**src/sv/hsmp_pkg.sv**
```systemverilog
// Shared types, constants and helpers for the Halton sample generator.
package hsmp_pkg;

    localparam int NUM_DIMS_DEF  = 7;
    localparam int FRAC_BITS_DEF = 32;
    localparam int TABLE_DEPTH   = 7;
    localparam int IDX_W         = 31;
    localparam int VAL_W         = 32;
    localparam int PTR_W         = 3;
    localparam int DIG_W         = 5;
    localparam int NUM_STEPS     = 31;
    localparam int STEP_W        = 5;

    localparam int PRIMES [TABLE_DEPTH] = '{2, 3, 5, 7, 11, 13, 17};

    typedef enum logic [1:0] {
        KIND_SET   = 2'd0,
        KIND_NEXT  = 2'd1,
        KIND_DRAW1 = 2'd2,
        KIND_DRAW2 = 2'd3
    } t_kind;

    typedef struct packed {
        t_kind             kind;
        logic [IDX_W-1:0]  sample_index;
    } t_in_item;

    typedef struct packed {
        logic [VAL_W-1:0]  first_value;
        logic [VAL_W-1:0]  second_value;
        logic              is_pair;
    } t_out_item;

    typedef struct packed {
        logic              load;
        logic              step;
        logic [STEP_W-1:0] step_idx;
    } t_lane_ctl;

    // Number of base-b digits an index below 2^IDX_W can have.
    function automatic int num_digits(input int b);
        longint p;
        int     d;
        p = 1;
        d = 0;
        for (int i = 0; i < NUM_STEPS; i++) begin
            if (p < (longint'(1) << IDX_W)) begin
                p = p * b;
                d = d + 1;
            end
        end
        return d;
    endfunction

endpackage

```
**src/sv/hsmp_lane.sv**
```systemverilog
// One radical-inverse lane: peels one base digit per cycle while stepped and accumulates its weight.
module hsmp_lane #(
    parameter int BASE      = 2,
    parameter int FRAC_BITS = hsmp_pkg::FRAC_BITS_DEF
) (
    input  logic                        i_clk,
    input  logic                        i_rst_n,
    input  hsmp_pkg::t_lane_ctl         i_ctl,
    input  logic [hsmp_pkg::IDX_W-1:0]  i_fill_idx,
    output logic [hsmp_pkg::VAL_W-1:0]  o_value
);
    import hsmp_pkg::*;

    localparam int          LOG_B  = $clog2(BASE);
    localparam int          SHIFT  = IDX_W + LOG_B;
    localparam logic [63:0] RECIP  = ((64'd1 << SHIFT) / BASE) + 64'd1;
    localparam int          NDIG   = num_digits(BASE);
    localparam logic [DIG_W-1:0] BASE_D = DIG_W'(BASE);

    logic [FRAC_BITS-1:0]       w_tab [NUM_STEPS];
    logic [IDX_W-1:0]           r_rest;
    logic [IDX_W-1:0]           r_prev;
    logic                       r_pv;
    logic [STEP_W-1:0]          r_k;
    logic [FRAC_BITS-1:0]       r_acc;
    logic [63:0]                prod;
    logic [IDX_W-1:0]           quo;
    logic [DIG_W-1:0]           digit;
    logic [FRAC_BITS+DIG_W-1:0] term;

    // digit weights floor(2^FRAC_BITS / BASE^(k+1)); digits past the last one weigh zero
    for (genvar k = 0; k < NUM_STEPS; k++) begin : g_w
        if (k < NDIG) begin : g_live
            localparam logic [63:0] WK = (64'd1 << FRAC_BITS) / (64'(BASE) ** (k + 1));
            assign w_tab[k] = WK[FRAC_BITS-1:0];
        end else begin : g_dead
            assign w_tab[k] = '0;
        end
    end

    // exact quotient by reciprocal multiply for any index below 2^IDX_W
    assign prod  = 64'(r_rest) * RECIP;
    assign quo   = IDX_W'(prod >> SHIFT);
    // remainder is below BASE, so the low bits alone give it
    assign digit = r_prev[DIG_W-1:0] - r_rest[DIG_W-1:0] * BASE_D;
    assign term  = digit * w_tab[r_k];

    always_ff @(posedge i_clk) begin
        if (i_ctl.step) begin
            r_prev <= r_rest;
            r_rest <= quo;
            r_k    <= i_ctl.step_idx;
        end else if (i_ctl.load) begin
            r_rest <= i_fill_idx;
        end
    end

    always_ff @(posedge i_clk) begin
        if (!i_rst_n) begin
            r_pv  <= 1'b0;
            r_acc <= '0;
        end else if (i_ctl.load) begin
            r_pv  <= 1'b0;
            r_acc <= '0;
        end else begin
            r_pv <= i_ctl.step;
            if (r_pv) begin
                r_acc <= r_acc + term[FRAC_BITS-1:0];
            end
        end
    end

    if (FRAC_BITS >= VAL_W) begin : g_out_cut
        assign o_value = r_acc[VAL_W-1:0];
    end else begin : g_out_ext
        assign o_value = VAL_W'(r_acc);
    end

endmodule

```
**config.mk**
```make
export PLATFORM = sky130hd
export DESIGN_NAME = hsmp_lane
export DESIGN_NICKNAME = d
export VERILOG_FILES = /design/src/sv/hsmp_pkg.sv /design/src/sv/hsmp_lane.sv
export SDC_FILE = /design/constraint.sdc
export NUM_CORES = 1
export LEC_CHECK = 0
export BUFFER_PORTS_ARGS = -buffer_cell sky130_fd_sc_hd__buf_2
export CORE_AREA = 2 2 137 139
export CTS_BUF_LIST = sky130_fd_sc_hd__clkbuf_4 sky130_fd_sc_hd__clkbuf_8 sky130_fd_sc_hd__clkbuf_16
export DETAILED_ROUTE_END_ITERATION = 10
export DIE_AREA = 0 0 139 141
export GPL_TIMING_DRIVEN = 1
export PLACE_DENSITY_LB_ADDON = 0.15
export SKIP_LAST_GASP = 1
export SYNTH_ARGS = -nofsm -noshare
export SYNTH_HDL_FRONTEND = slang
export SYNTH_SLANG_ARGS = --single-unit
```
**constraint.sdc**
```tcl
create_clock -name i_clk -period 8.7 [get_ports i_clk]
set_input_delay 0.435 -clock i_clk [delete_from_list [all_inputs] [get_ports i_clk]]
set_output_delay 0.435 -clock i_clk [all_outputs]
set_load 0.01 [all_outputs]
```
==> flow_summary.toml <==
[worst_setup_path]
worst-setup-path-type = "reg2reg"
crit_start = "r_prev[1]"
cp_data_required_time_ns = 8.94
r2r-start = "r_prev[1]"
rr_endpoint = "o_value[29]"
setup.worst_path.end_class = "flop"
critPathLaunchType = "flop"
reg2reg_depth = 20
critPathCapture = "o_value[29]"
r2r_slack_ns = 2.53
critPathMaxFanout = 25
crit_arrival_ns = 6.40

[timing]
min_period_over_period_pct = 70.89
clock-skew-final_ns = 0.007635
grt_setup_unrepaired = "no"
setup_viol_count_final = 0
fmax_mhz = 162.1
hold_viol_final = 0
layout_min_cycle_time_ns = 6.167
whs_ns = 0.2530
relSlewSlack_pct = 39.85
totalNegativeSetupSlack_ns = 0
maxSlewViolCount = 0
tightest_slew_ns = 0.9003

[power]
leakage_nw = 4.136
ir_drop_mv = 0.09162
cellPowerDensity_nw_per_um2 = 119.8

[global_route]
first_global_vias = 6242
grt_pass1_wl_mm = 30.83
antenna_found_initial = 0
grt_usage_pct = 19.83
grt_max_degree = 44
grt_overflow_total = 0

[floorplanning]
die-area_um2 = 19600
ioPinCount = 72
core_um2 = 18270
start_util_pct = 43.68
dieWidth_um = 139
fp-row-count = 50
fp.dieH_um = 141

[drt]
ant_nets = 0
drt-initial-drc-count = 333
avgViaCountPerCell = 5.066
vias = 5877
drc_errors = 0
drt-total-wl_mm = 17.90
wl_per_cell_um = 15.43
drtPass1Iterations = 5

[yosys]
syn_area_um2 = 7979
yosysTopAreaCellShare_pct = 27.60
synth_top_area_cell = "fa_1"
ys_ff_latch = 73
async_flop_share_pct = 0
syn-mean-instance-area_um2 = 9.203
synthTopCellsByArea = "fa_1, edfxtp_1, dfxtp_1"
yosysWarnings = 0
synth_enable_flop_cells = 41
synth_nets = 1054
syn_inst = 867
ys_seq_area_share_pct = 23.46
synth-main-ff-cell = "edfxtp_1"
synthDistinctLibCells = 58

[layout]
nets = 1108
syn_to_final_growth_pct = 11.12
num-fill-cells = 1783
layout_common_cells = "nor2_1, inv_1, fa_1"
final_util_pct = 48.53
layout_commonest_cell = "nor2_1"
drive_gt1_share_pct = 14.90
instances_no_fill = 1160
n_antenna_cell = 0

[clocking]
cts.clk_slew.worst_paths_ns = 0.07
ctsResizeCount = 0
cts_buffer_depth = 2
clock_sinks = 73
worstSkewPairLatency_ns = 0.36
h-tree-depth = 3
cts_tree = "yes"
post-cts-setup-buffers = 0
cts_buffers = 9
clockRootBuffer = "clkbuf_16"
holdBufCountCts = 0

[min_path]
hold_class = "in2reg"

[place]
portBuffers = 70
dp_hpwl_mm = 13.95
place_congestion = 0.8470
place_inst = 1144

[flow_run]
drv_cap = 0

[outcome]
status = "finished, final reports clean"
-- worst min path at each step --
stage                   start         to  slack, ns  depth (start not counted)
CTS                  i_ctl[0]     r_k[0]       0.25                          1
floorplan           r_rest[4]  r_prev[4]       0.42                          0
global route         i_ctl[3]     r_k[3]       0.25                          1
detailed placement  r_rest[4]  r_prev[4]       0.44                          0
finish               i_ctl[0]     r_k[0]       0.25                          1
global placement    r_rest[4]  r_prev[4]       0.43                          0
-- registers in the layout (all words and copies together) (netlist names) --
name,count
r_pv,1
r_rest,31
r_prev,5
r_k,5
o_value,31
-- kinds of logic (layout without fill, tap and decap cells) --
family / after synthesis / after routing / synth area share [%]
xor+xnor: 29 / 29 / 3.183
flops: 73 / 73 / 23.46
mux: 52 / 52 / 7.151
simple gates: 290 / 290 / 16.01
other cells: 1 / 1 / 0.04700
fa+ha+maj: 147 / 147 / 33.40
compound gates: 88 / 88 / 7.903
buf+inv: 187 / 246 / 8.844
-- synth_stat cells (2+ instances only) --
master,n
a21o_1,11
fa_1,110
o21bai_1,3
dfxtp_1,32
mux2_2,30
o21ai_1,2
o21ai_0,11
nand3_1,23
nand4_1,6
a21oi_2,2
nor2_1,163
ha_1,37
o211ai_1,4
nor3_1,15
nor2b_1,6
a31oi_1,2
inv_1,153
a211oi_1,6
xor2_1,6
o31ai_1,2
xnor2_1,23
or3_1,2
o21ai_2,2
o21a_1,6
and3_1,5
nand2_1,46
or2_2,3
nand2b_1,5
buf_1,3
edfxtp_1,41
mux2i_1,21
nor4_1,2
clkbuf_1,29
a21oi_1,26
and2_1,6
-- power breakdown --
group	leakage, nW	switching [mW]	total, mW	internal [mW]
logic	3.32	0.161	0.251	0.0900
registers	0.673	0.0147	0.404	0.390
clock network	0.146	0.179	0.407	0.229
total	4.14	0.354	1.06	0.708
-- worst max-delay path: stages, from the launching register on --
cell and delay [ns]:
edfxtp_1 0.36, inv_1 0.06, ha_1 0.13, inv_1 0.05
fa_1 0.58, clkinv_1 0.63, nor2_1 0.31, fa_1 0.47
fa_1 0.54, inv_1 0.05, fa_1 0.52, inv_1 0.04
ha_1 0.38, o21ai_0 0.35, a21oi_1 0.14, a21oi_1 0.58
o2111ai_1 0.27, a41oi_1 0.28, xnor2_1 0.09, mux2i_1 0.13
nor2_1 0.05
-- layer usage --
metal  part of all wire, %  global-route usage, %  routed length [um]  vias to the layer above
li1                      -                      -                   -                     2871
met3                   3.9                  3.702                 696                       19
met5                     0                      0                   0                        -
met1                    45                  25.47                7999                     2865
met4                   1.5                  5.157                 274                        0
met2                    50                  34.69                8927                      122
-- stage by stage --
stage / cell area [um2] / power (mW) / setup WS, ns
2_1_floorplan: 7979 / 0.5919 / 3.209
3_3_place_gp: 8556 / 0.6616 / 2.653
3_5_place_dp: 8556 / 0.6648 / 2.535
4_1_cts: 8866 / 1.077 / 2.547
5_1_grt: 8866 / 1.122 / 2.205
6_report: 8866 / 1.062 / 2.533
-- final cells by class --
type                    instances  area, um2  share of cell area (%)
multi-input cells             607       5416                   61.09
repair buffers                 76      395.4                   4.459
inverters                     154      578.1                   6.520
clock buffers                   9      225.2                   2.540
well taps                     234      292.8                   3.302
clock inverters                 7      85.08                  0.9596
flip-flops and latches         73       1873                   21.13
(Power assumes the default switching activity.)
