### config.mk
export PLATFORM = sky130hd
export DESIGN_NAME = hsmp_seq
export DESIGN_NICKNAME = d
export VERILOG_FILES = /design/src/sv/hsmp_pkg.sv /design/src/sv/hsmp_seq.sv
export SDC_FILE = /design/constraint.sdc
export NUM_CORES = 1
export LEC_CHECK = 0
export BUFFER_PORTS_ARGS = -buffer_cell sky130_fd_sc_hd__buf_2
export CAP_MARGIN = 0
export CORE_ASPECT_RATIO = 2
export CORE_MARGIN = 4
export CORE_UTILIZATION = 50
export DETAILED_ROUTE_END_ITERATION = 8
export GPL_TIMING_DRIVEN = 0
export PLACE_DENSITY = 0.83
export SYNTH_ARGS = -nofsm -noshare
export SYNTH_HDL_FRONTEND = slang
export SYNTH_SLANG_ARGS = --single-unit
### constraint.sdc
create_clock -name i_clk -period 5.8 [get_ports i_clk]
set_clock_uncertainty 0.15 [all_clocks]
set_input_delay 0.29 -clock i_clk [delete_from_list [all_inputs] [get_ports i_clk]]
set_output_delay 0.29 -clock i_clk [all_outputs]
set_load 0.02 [all_outputs]
### src/sv/hsmp_pkg.sv
// Shared types, constants and helpers for the Halton sample generator.
package hsmp_pkg;

    localparam int NUM_DIMS_DEF  = 7;
    localparam int FRAC_BITS_DEF = 32;
    localparam int TABLE_DEPTH   = 7;
    localparam int IDX_W         = 31;
    localparam int VAL_W         = 32;
    localparam int PTR_W         = 3;
    localparam int DIG_W         = 5;
    localparam int NUM_STEPS     = 31;
    localparam int STEP_W        = 5;

    localparam int PRIMES [TABLE_DEPTH] = '{2, 3, 5, 7, 11, 13, 17};

    typedef enum logic [1:0] {
        KIND_SET   = 2'd0,
        KIND_NEXT  = 2'd1,
        KIND_DRAW1 = 2'd2,
        KIND_DRAW2 = 2'd3
    } t_kind;

    typedef struct packed {
        t_kind             kind;
        logic [IDX_W-1:0]  sample_index;
    } t_in_item;

    typedef struct packed {
        logic [VAL_W-1:0]  first_value;
        logic [VAL_W-1:0]  second_value;
        logic              is_pair;
    } t_out_item;

    typedef struct packed {
        logic              load;
        logic              step;
        logic [STEP_W-1:0] step_idx;
    } t_lane_ctl;

    // Number of base-b digits an index below 2^IDX_W can have.
    function automatic int num_digits(input int b);
        longint p;
        int     d;
        p = 1;
        d = 0;
        for (int i = 0; i < NUM_STEPS; i++) begin
            if (p < (longint'(1) << IDX_W)) begin
                p = p * b;
                d = d + 1;
            end
        end
        return d;
    endfunction

endpackage

### src/sv/hsmp_seq.sv
// Fill sequencer: holds the sample counter and steps all lanes through the digits.
module hsmp_seq (
    input  logic                        i_clk,
    input  logic                        i_rst_n,
    input  logic                        i_start,
    input  logic                        i_set,
    input  logic [hsmp_pkg::IDX_W-1:0]  i_idx,
    output logic                        o_busy,
    output hsmp_pkg::t_lane_ctl         o_ctl,
    output logic [hsmp_pkg::IDX_W-1:0]  o_fill_idx
);
    import hsmp_pkg::*;

    typedef enum logic [1:0] {
        S_IDLE = 2'b01,
        S_FILL = 2'b10
    } t_state;

    t_state             r_state, n_state;
    logic [STEP_W-1:0]  r_cnt, n_cnt;
    logic [IDX_W-1:0]   r_sample;
    logic               last_step;

    assign last_step  = (r_cnt == STEP_W'(NUM_STEPS));
    assign o_fill_idx = i_set ? i_idx : r_sample;
    assign o_busy     = (r_state == S_FILL);

    assign o_ctl.load     = i_start;
    assign o_ctl.step     = (r_state == S_FILL) && !last_step;
    assign o_ctl.step_idx = r_cnt;

    always_comb begin
        n_state = r_state;
        n_cnt   = r_cnt;
        unique case (r_state)
            S_IDLE: begin
                n_cnt = '0;
                if (i_start) begin
                    n_state = S_FILL;
                end
            end
            S_FILL: begin
                // the final count, with no step, lets the last digit reach the accumulators
                if (last_step) begin
                    n_state = S_IDLE;
                    n_cnt   = '0;
                end else begin
                    n_cnt = r_cnt + STEP_W'(1);
                end
            end
            default: begin
                n_state = S_IDLE;
                n_cnt   = '0;
            end
        endcase
    end

    always_ff @(posedge i_clk) begin
        if (!i_rst_n) begin
            r_state  <= S_IDLE;
            r_cnt    <= '0;
            r_sample <= '0;
        end else begin
            r_state <= n_state;
            r_cnt   <= n_cnt;
            if (i_start) begin
                r_sample <= i_set ? i_idx : r_sample + IDX_W'(1);
            end
        end
    end

endmodule

==> flow_summary_export.csv, run 1 <==
group,metric,value,unit
clock_network,clockBufferDepth,2,
clock_network,cts-htree-levels,2,
clock_network,cts_sinks,38,
synth,synth_area_leader_cell,"dfxtp_1",
floorplan,die_w,59.4,um
clock_network,cts.reportedPaths.clkPinSlew,80,ps
global_route,antenna_found_initial,0,
place,pre_cts_ws,3310,ps
timing,drv_slew,0,
place,dp.final_hpwl,6750,um
timing,setup_ws,3180,ps
global_route,grt_max_degree,13,
worst_setup_path,rrSetupSlack,3180,ps
worst_setup_path,crit_type,"register to register",
synth,synth_edf_count,0,
worst_setup_path,reg2reg_from,"r_sample[0]",
worst_setup_path,r2r_cells,7,
worst_hold_path,worstHoldPathCells,3,
detailed_routing,wl_met2,4640,um
global_route,grt.overflow.total,0,
detailed_routing,wl_met1,2940,um
worst_setup_path,crit_path_end_kind,"register",
synth,yosysMostFrequentCell,"nand2_1",
pwr,pwr_density_cell,197,nW/um2
timing,fin_crit_sh,45.1,%
clock_network,cts_tree,"done",
detailed_routing,via_per_inst,6.46,
place,gp_congestion,0.984,
detailed_routing,drt_iter0_drc,208,
synth,synth_simple_gate_area_share,27.9,%
clock_network,worstSkewPairLatency,300,ps
worst_setup_path,required,5850,ps
synth,synth_compound_area_share,27.0,%
worst_hold_path,hold_class,"input port to register",
timing,slew-limit-headroom,40.5,%
synth,synth-xor-area-share,0.663,%
synth,synthCells,358,
clock_network,cts_setup_buffers,0,
run_status,status,"completed",
synth,synth_area_leaders,"dfxtp_1, o21ai_0, nand2_1",
detailed_routing,drt-pass1-iter-count,5,
job,cap_viol_max_count,0,
clock_network,cts_repair_resize_count,0,
synth,yosys_warnings,0,
pwr,p_leak,1.29,nW
finish,antenna_cells,0,
global_route,grt_pass1_wl,13900,um
floorplan,num_rows,37,
worst_setup_path,setup.worst_path.end,"r_sample[28]",
worst_setup_path,r2r-end,"r_sample[28]",
detailed_routing,via_count,3206,
synth,synth_top_family_by_area,"simple AND/OR/NAND/NOR gates",
synth,yosys-top-cells-count,"nand2_1, o21ai_0, dfxtp_1",
global_route,grt.total_usage,26.8,%
synth,avgSynthCellArea,7.38,um2
synth,synthMuxAreaShare,6.49,%
finish,fin_util,61.5,%
timing,fmax,382,MHz
floorplan,die_y,111,um
finish,areaGrowthSynthToFinish,19.7,%
synth,synth_nets,396,
synth,ys_ff_latch,38,
finish,nNetsFinal,475,
synth,ys_seq_area_share,28.8,%
timing,period_needed,2620,ps
detailed_routing,top_layer_used,"met4",
floorplan,coreArea,5140,um2
detailed_routing,dr_wl_met3,811,um
place,port_buffers,72,
floorplan,num_io_pins,74,
worst_setup_path,crit_arrival,2670,ps
finish,drive_gt1_share,24.4,%
timing,finalSetupTns,0,ps
worst_setup_path,cp-startpoint,"r_sample[0]",
detailed_routing,totalWireLength,8910,um
floorplan,die-area,6580,um2
timing,rsz0062_at_grt,"no",
synth,netlist_area,2640,um2
synth,synthArstFlopShare,0,%
detailed_routing,drt_drc_violations_left,0,
synth,ys.flop_type,"dfxtp_1",
worst_setup_path,path_max_fanout,10,
finish,fill_cells,502,
pwr,vdd_drop_max,0.000183,V
detailed_routing,wl_per_cell,18.0,um
synth,synth_top_area_share,28.8,%
clock_network,numCtsBuffers,5,
detailed_routing,postRouteAntennaNets,0,
timing,worst_pin_slew,885,ps
synth,synth_adder_area_share,1.42,%
floorplan,start_util,51.4,%
timing,finalSetupViolCount,0,
clock_network,ctsRootBufferMaster,"clkbuf_8",
synth,synthDistinctLibCells,59,
global_route,grt_pass1_vias,3087,
timing,hold_violations,0,
clock_network,cts_hold_buf,0,
worst_setup_path,worst_setup_path_start_kind,"register",
[critical path, cell delays in order, from the launching register on]
cell and delay [ps]:
dfxtp_1 430, ha_1 270, nand3_2 190, or3_4 460, clkbuf_8 180, nor4b_1 470, a211oi_1 120, a211oi_1 250
[report_power, final]
part / switching (W) / internal, W / total (W)
clock network: 0.000101 / 0.0000849 / 0.000186
logic: 0.0000903 / 0.0000550 / 0.000145
registers: 0.0000180 / 0.000275 / 0.000293
total: 0.000210 / 0.000414 / 0.000624
[metal layers]
metal / up-vias / track usage [%]
li1: 1482 / -
met1: 1476 / 27.4
met2: 194 / 46.5
met3: 54 / 4.55
met4: 0 / 18.2
met5: - / 0
[worst min path at each step]
stage	slack (ps)	endpoint	startpoint
after floorplan	300	r_sample[12]	i_rst_n
after CTS	150	r_sample[17]	i_idx[17]
final	150	r_sample[1]	i_idx[1]
after global routing	180	r_sample[17]	i_idx[17]
after detailed placement	320	r_cnt[0]	r_cnt[0]
after global placement	300	r_cnt[0]	r_cnt[0]
[placed cells by master (no fill, tap or decap), types with 3 or more instances in the layout]
cell type / instances
o22ai_1: 3
nor2_1: 29
inv_1: 20
a22oi_1: 4
nand2b_1: 4
a21o_1: 3
mux2_2: 9
dfxtp_1: 38
nor2b_1: 4
nand3_1: 9
a21oi_1: 15
ha_1: 3
nor3b_1: 3
a32o_1: 4
a31oi_1: 7
mux2i_1: 7
and3_1: 8
nor3_1: 10
nand4_1: 11
a211oi_1: 8
nand2_1: 45
clkbuf_1: 18
clkbuf_8: 7
o21ai_0: 42
o31ai_1: 5
o41ai_1: 8
buf_2: 73
nor4_1: 3
[kinds of logic (layout without fill, tap and decap cells)]
group | after synthesis | after routing
adder cells (fa/ha/maj) | 3 | 3
flip-flops | 38 | 38
buffers and inverters | 45 | 125
XOR/XNOR | 2 | 2
AND/OR/NAND/NOR | 143 | 143
multiplexers | 16 | 16
AO/OA/AOI/OAI | 111 | 111
[metrics by stage]
stage | instances | power (W) | instance area [um2] | hold WS (ps)
2_1_floorplan | 358 | 0.000387 | 2640 | 302
3_3_place_gp | 488 | 0.000438 | 3070 | 303
3_5_place_dp | 488 | 0.000442 | 3070 | 319
4_1_cts | 496 | 0.000622 | 3160 | 154
5_1_grt | 496 | 0.000647 | 3160 | 184
6_report | 496 | 0.000624 | 3160 | 147
[area by class of cell]
type / count / area (um2) / share of cell area [%]
Tap cell: 58 / 72.6 / 2.30
Timing Repair Buffer: 72 / 360 / 11.4
Multi-Input combinational cell: 275 / 1680 / 53.0
Clock buffer: 6 / 72.6 / 2.30
Inverter: 21 / 78.8 / 2.49
Sequential cell: 38 / 761 / 24.1
Buffer: 24 / 126 / 4.00
Clock inverter: 2 / 13.8 / 0.435
[registers in the layout (all words and copies together) (netlist names)]
name      cells
r_state       2
r_sample     31
r_cnt         5
Power figures use the tool's default switching activity.
==> run 2: changes to the inputs <==
- clock period: 5.8 -> 2.6 ns (I/O delays scaled with it)
==> run 2 against run 1 <==
  * Non-clock buffer count increased by 2
  * Via count increased by 0.25%
  * Combinational power increased by 130%
  * Power increased by 120%
  * Sequential share of layout area decreased by 0.29 points
  * Worst hold slack got worse by 150 ps
  * Count of clock-buffer cells in the layout unchanged
  * Clock power increased by 130%
  * Global-route usage increased by 0.091 points
  * Design area increased by 1.2%
  * Cell count increased by 0.40%
  * Highest routed layer unchanged
==> flow_summary_export.csv, run 2 (synthesis gave the netlist of run 1 again) <==
group,metric,value,unit
floorplan,num_rows,37,
detailed_routing,drt_drc_violations_left,0,
worst_setup_path,crit_arrival,2500,ps
timing,period_needed,2440,ps
finish,antenna_cells,0,
pwr,cell_internal_pwr,0.000927,W
clock_network,cts-htree-levels,2,
clock_network,cts_sinks,38,
place,dp.cells,488,
finish,mostFrequentLayoutCell,"buf_2",
worst_setup_path,crit_path_end_kind,"register",
timing,drv_slew,0,
global_route,grt_pass1_vias,3102,
floorplan,die-area,6580,um2
clock_network,cts_setup_buffers,0,
detailed_routing,totalWireLength,9000,um
worst_setup_path,cp-startpoint,"r_sample[2]",
floorplan,die_w,59.4,um
pwr,p_leak,1.30,nW
clock_network,cts_tree,"done",
detailed_routing,via_per_inst,6.45,
timing,whs,0.957,ps
floorplan,start_util,51.4,%
global_route,grt_pass1_wl,13900,um
timing,slew-limit-headroom,40.6,%
worst_setup_path,path_common_cell,"nand4_1",
timing,setup_ws,163,ps
floorplan,coreArea,5140,um2
detailed_routing,drt-pass1-iter-count,6,
place,dp.final_hpwl,6750,um
pwr,p_sw,0.000473,W
clock_network,cts.reportedPaths.clkPinSlew,80,ps
worst_setup_path,path_max_fanout,9,
detailed_routing,wl_per_cell,18.1,um
worst_hold_path,min_from,"i_idx[0]",
pwr,p_sw_share,33.8,%
detailed_routing,via_count,3214,
finish,final_cell_mix,"buf_2, nand2_1, o21ai_0",
finish,nNetsFinal,477,
pwr,pwr_density_cell,438,nW/um2
worst_hold_path,hold_class,"input port to register",
finish,regMostFlops,"r_sample",
timing,rsz0062_at_grt,"no",
worst_setup_path,critPathSlowestCell,"nor4_2",
place,port_buffers,72,
finish,areaGrowthSynthToFinish,21.1,%
finish,drive_gt1_share,25.0,%
detailed_routing,drt_iter0_drc,244,
run_status,status,"completed",
timing,worst_pin_slew,883,ps
clock_network,ctsRootBufferMaster,"clkbuf_8",
timing,fmax,410,MHz
timing,fin_crit_sh,93.7,%
detailed_routing,postRouteAntennaNets,0,
finish,largest_reg_flops,31,
finish,finalNonFillerCells,498,
global_route,grt_max_degree,13,
worst_setup_path,required,2660,ps
place,gp_congestion,0.984,
pwr,clkPwrFrac,30.0,%
global_route,antenna_found_initial,0,
timing,hold_violations,0,
pwr,p_comb_share,23.4,%
floorplan,num_io_pins,74,
job,cap_viol_max_count,0,
pwr,seqPwrFrac,46.6,%
pwr,vdd_drop_max,0.000410,V
worst_setup_path,reg2reg_from,"r_sample[2]",
worst_setup_path,slowest_delay,860,ps
floorplan,die_y,111,um
global_route,grt.overflow.total,0,
finish,reg_top3,"r_sample (31), r_cnt (5), r_state (2)",
global_route,grt.total_usage,26.9,%
worst_setup_path,crit_path_cell_trace,"nand4_1 -> nor4_2 -> nand4_1 -> a311oi_1",
clock_network,clockBufferDepth,2,
worst_setup_path,crit_type,"register to register",
clock_network,worstSkewPairLatency,300,ps
clock_network,numCtsBuffers,5,
worst_setup_path,worst_setup_path_start_kind,"register",
place,pre_cts_ws,109,ps
timing,finalSetupViolCount,0,
timing,finalSetupTns,0,ps
run 2: cell count changes in the layout (fill, tap and decap cells not counted), sizes merged:
cell,change
dlygate4sd3,+2
run 2: metal layers:
| layer | track usage (%) | wire [um] | vias to the layer above |
|---|---|---|---|
| li1 | - | - | 1480 |
| met1 | 27.6 | 2980 | 1457 |
| met2 | 46.7 | 4680 | 223 |
| met3 | 4.55 | 822 | 54 |
| met4 | 18.2 | 523 | 0 |
| met5 | 0 | 0 | - |
run 2: path summary, 6_finish.rpt:
kind / slack [ps] / to / depth (start not counted)
worst min register to register: 330 / r_cnt[0] / 1
worst max-delay path: 160 / r_sample[29] / 4
worst max register to register: 160 / r_sample[29] / 4
worst min-delay path: 1 / r_sample[0] / 3
run 2: critical path, delay by kind of cell, from the launching register on:
family	cells	cell delay, ps
simple gates	3	1420
flops	1	460
compound gates	1	310
run 2: layout make-up:
class | count | area [um2]
flip-flops and latches | 38 | 761
multi-input cells | 275 | 1690
plain buffers | 24 | 126
fillers | 497 | 1940
clock buffers | 6 | 72.6
repair buffers | 74 | 380
well taps | 58 | 72.6
clock inverters | 2 | 13.8
inverters | 21 | 78.8
run 2: power groups by stage:
| stage | Clock, W | Combinational, W | Sequential [W] |
|---|---|---|---|
| 2_1_floorplan | 0 | 0.000210 | 0.000654 |
| 3_3_place_gp | 0 | 0.000315 | 0.000663 |
| 3_5_place_dp | 0 | 0.000321 | 0.000664 |
| 4_1_cts | 0.000416 | 0.000324 | 0.000651 |
| 5_1_grt | 0.000434 | 0.000355 | 0.000657 |
| 6_report | 0.000419 | 0.000328 | 0.000653 |
run 2: timing repair:
action | in CTS | in global routing
hold buffers | 2 | 0
gates resized for setup | 0 | 3
hold endpoints to repair | 2 | 0
setup endpoints to repair | 0 | 5
run 2: metrics by stage:
step / power (W) / utilization, % / cell area (um2)
global route: 0.00145 / 62.3 / 3200
global placement: 0.000977 / 59.8 / 3070
CTS: 0.00139 / 61.9 / 3180
detailed placement: 0.000985 / 59.8 / 3070
finish: 0.00140 / 62.3 / 3200
floorplan: 0.000864 / - / 2640
==> run 3: changes to the inputs <==
- CORE_UTILIZATION: 50 -> 53
- PLACE_DENSITY: 0.83 -> 0.87
==> run 3 against run 2 <==
  * The flow now finishes with violations (negative hold slack)
  * Design area decreased by 0.90%
  * Via count about the same
  * Worst hold slack got worse by 1.9 ps
  * Core utilization rose by 2.9 points
  * Wire length is 2.3% higher
  * Clock power fell by 3%
  * Sequential cell count unchanged
  * Die area decreased by 5.1%
  * Power shrank 0.82%
  * Register-to-register slack worse by 80 ps
  * Sequential power about the same
==> flow_summary_export.csv, run 3 (synthesis gave the netlist of run 1 again) <==
group,metric,value,unit
global_route,grt_pass1_wl,14300,um
place,placed_cell_area,3070,um2
finish,final_cell_mix,"buf_2, nand2_1, o21ai_0",
worst_setup_path,crit_type,"register to register",
clock_network,cts-htree-levels,2,
global_route,grt.total_usage,29.5,%
worst_setup_path,critPathSlowestCell,"or3_4",
worst_setup_path,crit_path_end_kind,"register",
clock_network,clockBufferDepth,2,
worst_setup_path,reg2reg_from,"r_sample[0]",
finish,drive_gt1_share,24.4,%
detailed_routing,via_count,3217,
timing,finalSetupTns,0,ps
pwr,finalPower,0.00139,W
detailed_routing,wl_per_cell,18.6,um
floorplan,die_y,108,um
clock_network,cts_setup_buffers,0,
global_route,antenna_found_initial,0,
finish,regMostFlops,"r_sample",
detailed_routing,via_per_inst,6.50,
finish,reg_top3,"r_sample (31), r_cnt (5), r_state (2)",
worst_hold_path,worstHoldPathCells,3,
timing,slew-limit-headroom,39.7,%
worst_setup_path,r2r_cells,7,
job,cap_viol_max_count,0,
run_status,status,"finished with violations",
detailed_routing,drt-pass1-iter-count,7,
detailed_routing,drt_iter0_drc,219,
floorplan,start_util,54.3,%
floorplan,die-area,6250,um2
clock_network,cts_sinks,38,
clock_network,ctsRootBufferMaster,"clkbuf_8",
floorplan,coreArea,4860,um2
finish,antenna_cells,0,
finish,areaGrowthSynthToFinish,20.0,%
clock_network,worstSkewPairLatency,300,ps
global_route,grt_pass1_vias,3182,
clock_network,numCtsBuffers,5,
global_route,grt_max_degree,11,
finish,finalNonFillerCells,495,
worst_hold_path,hold-path-endpoint,"r_sample[0]",
detailed_routing,drt_drc_violations_left,0,
timing,worst_pin_slew,898,ps
timing,whs,-0.973,ps
run_status,violations,"negative hold slack",
worst_setup_path,crit_path_cell_trace,"ha_1 -> nand3_2 -> or3_4 -> clkbuf_8 -> o41ai_1 -> o41a_1 -> o21ai_2",
timing,hold_violations,1,
timing,fmax,397,MHz
detailed_routing,postRouteAntennaNets,0,
finish,final_cell_area,3170,um2
pwr,pwr_density_cell,438,nW/um2
timing,rsz0062_at_grt,"no",
global_route,grt.overflow.total,0,
worst_setup_path,worst_setup_path_start_kind,"register",
worst_setup_path,slowest_delay,470,ps
worst_hold_path,min_from,"i_idx[0]",
timing,finalSetupViolCount,0,
place,port_buffers,72,
worst_hold_path,hold_class,"input port to register",
finish,mostFrequentLayoutCell,"buf_2",
timing,period_needed,2520,ps
finish,nNetsFinal,476,
worst_setup_path,required,2630,ps
worst_setup_path,crit_arrival,2560,ps
finish,largest_reg_flops,31,
clock_network,cts_tree,"done",
place,gp_congestion,0.976,
floorplan,num_io_pins,74,
floorplan,die_w,57.9,um
place,dp.cells,487,
pwr,vdd_drop_max,0.000376,V
worst_setup_path,path_max_fanout,10,
timing,drv_slew,0,
pwr,p_leak,1.29,nW
detailed_routing,totalWireLength,9210,um
floorplan,num_rows,36,
clock_network,cts.reportedPaths.clkPinSlew,80,ps
worst_setup_path,rrSetupSlack,80,ps
place,dp.final_hpwl,6850,um
worst_setup_path,r2r-end,"r_sample[26]",
timing,fin_crit_sh,97.0,%
==> run 3: power by group <==
group	internal (W)	switching, W	leakage [nW]
Combinational	0.000124	0.000205	0.939
Sequential	0.000612	0.0000414	0.311
Clock	0.000185	0.000221	0.0383
==> run 3: timing repair <==
action / CTS / global route
endpoints found under the hold margin: 1 / 0
endpoints found under the setup margin: 0 / 2
gates resized for setup: 0 / 2
hold buffers: 1 / 0
==> run 3: routing by layer <==
layer	up-vias	global-route usage, %	share of wire [%]
li1	1483	-	-
met1	1492	27.9	33
met2	186	52.5	52
met3	56	6.60	8.1
met4	0	22.9	6.2
met5	-	0	0
==> run 3: critical path, delay by kind of cell (launching register included) <==
family	cells	cell delay, ps
buf+inv	1	190
fa+ha+maj	1	290
flops	1	450
simple gates	2	650
compound gates	3	690
==> run 3: worst max-delay path by stage <==
| stage | slack, ps | to | start |
|---|---|---|---|
| after global routing | 1 | r_sample[29] | r_sample[2] |
| after floorplan | 440 | r_sample[26] | r_sample[0] |
| after detailed placement | 100 | r_sample[24] | r_sample[0] |
| final | 80 | r_sample[26] | r_sample[0] |
| after global placement | 190 | r_sample[24] | r_sample[0] |
| after CTS | 70 | r_sample[24] | r_sample[0] |
==> run 3: metrics by stage <==
stage               util (%)  hold WS (ps)  setup WS [ps]
floorplan                  -           142            438
global placement        63.2           283            190
detailed placement      63.2           301            104
CTS                     64.9          5.82           68.3
global route            65.2          11.1           1.50
finish                  65.2        -0.973           79.3
==> run 3: final cells by class <==
type / instances / area, um2
fill: 469 / 1690
multi-input combinational: 275 / 1690
buffer: 24 / 126
inverter: 21 / 78.8
timing repair buffer: 73 / 370
sequential: 38 / 761
clock buffer: 7 / 76.3
tap: 57 / 71.3
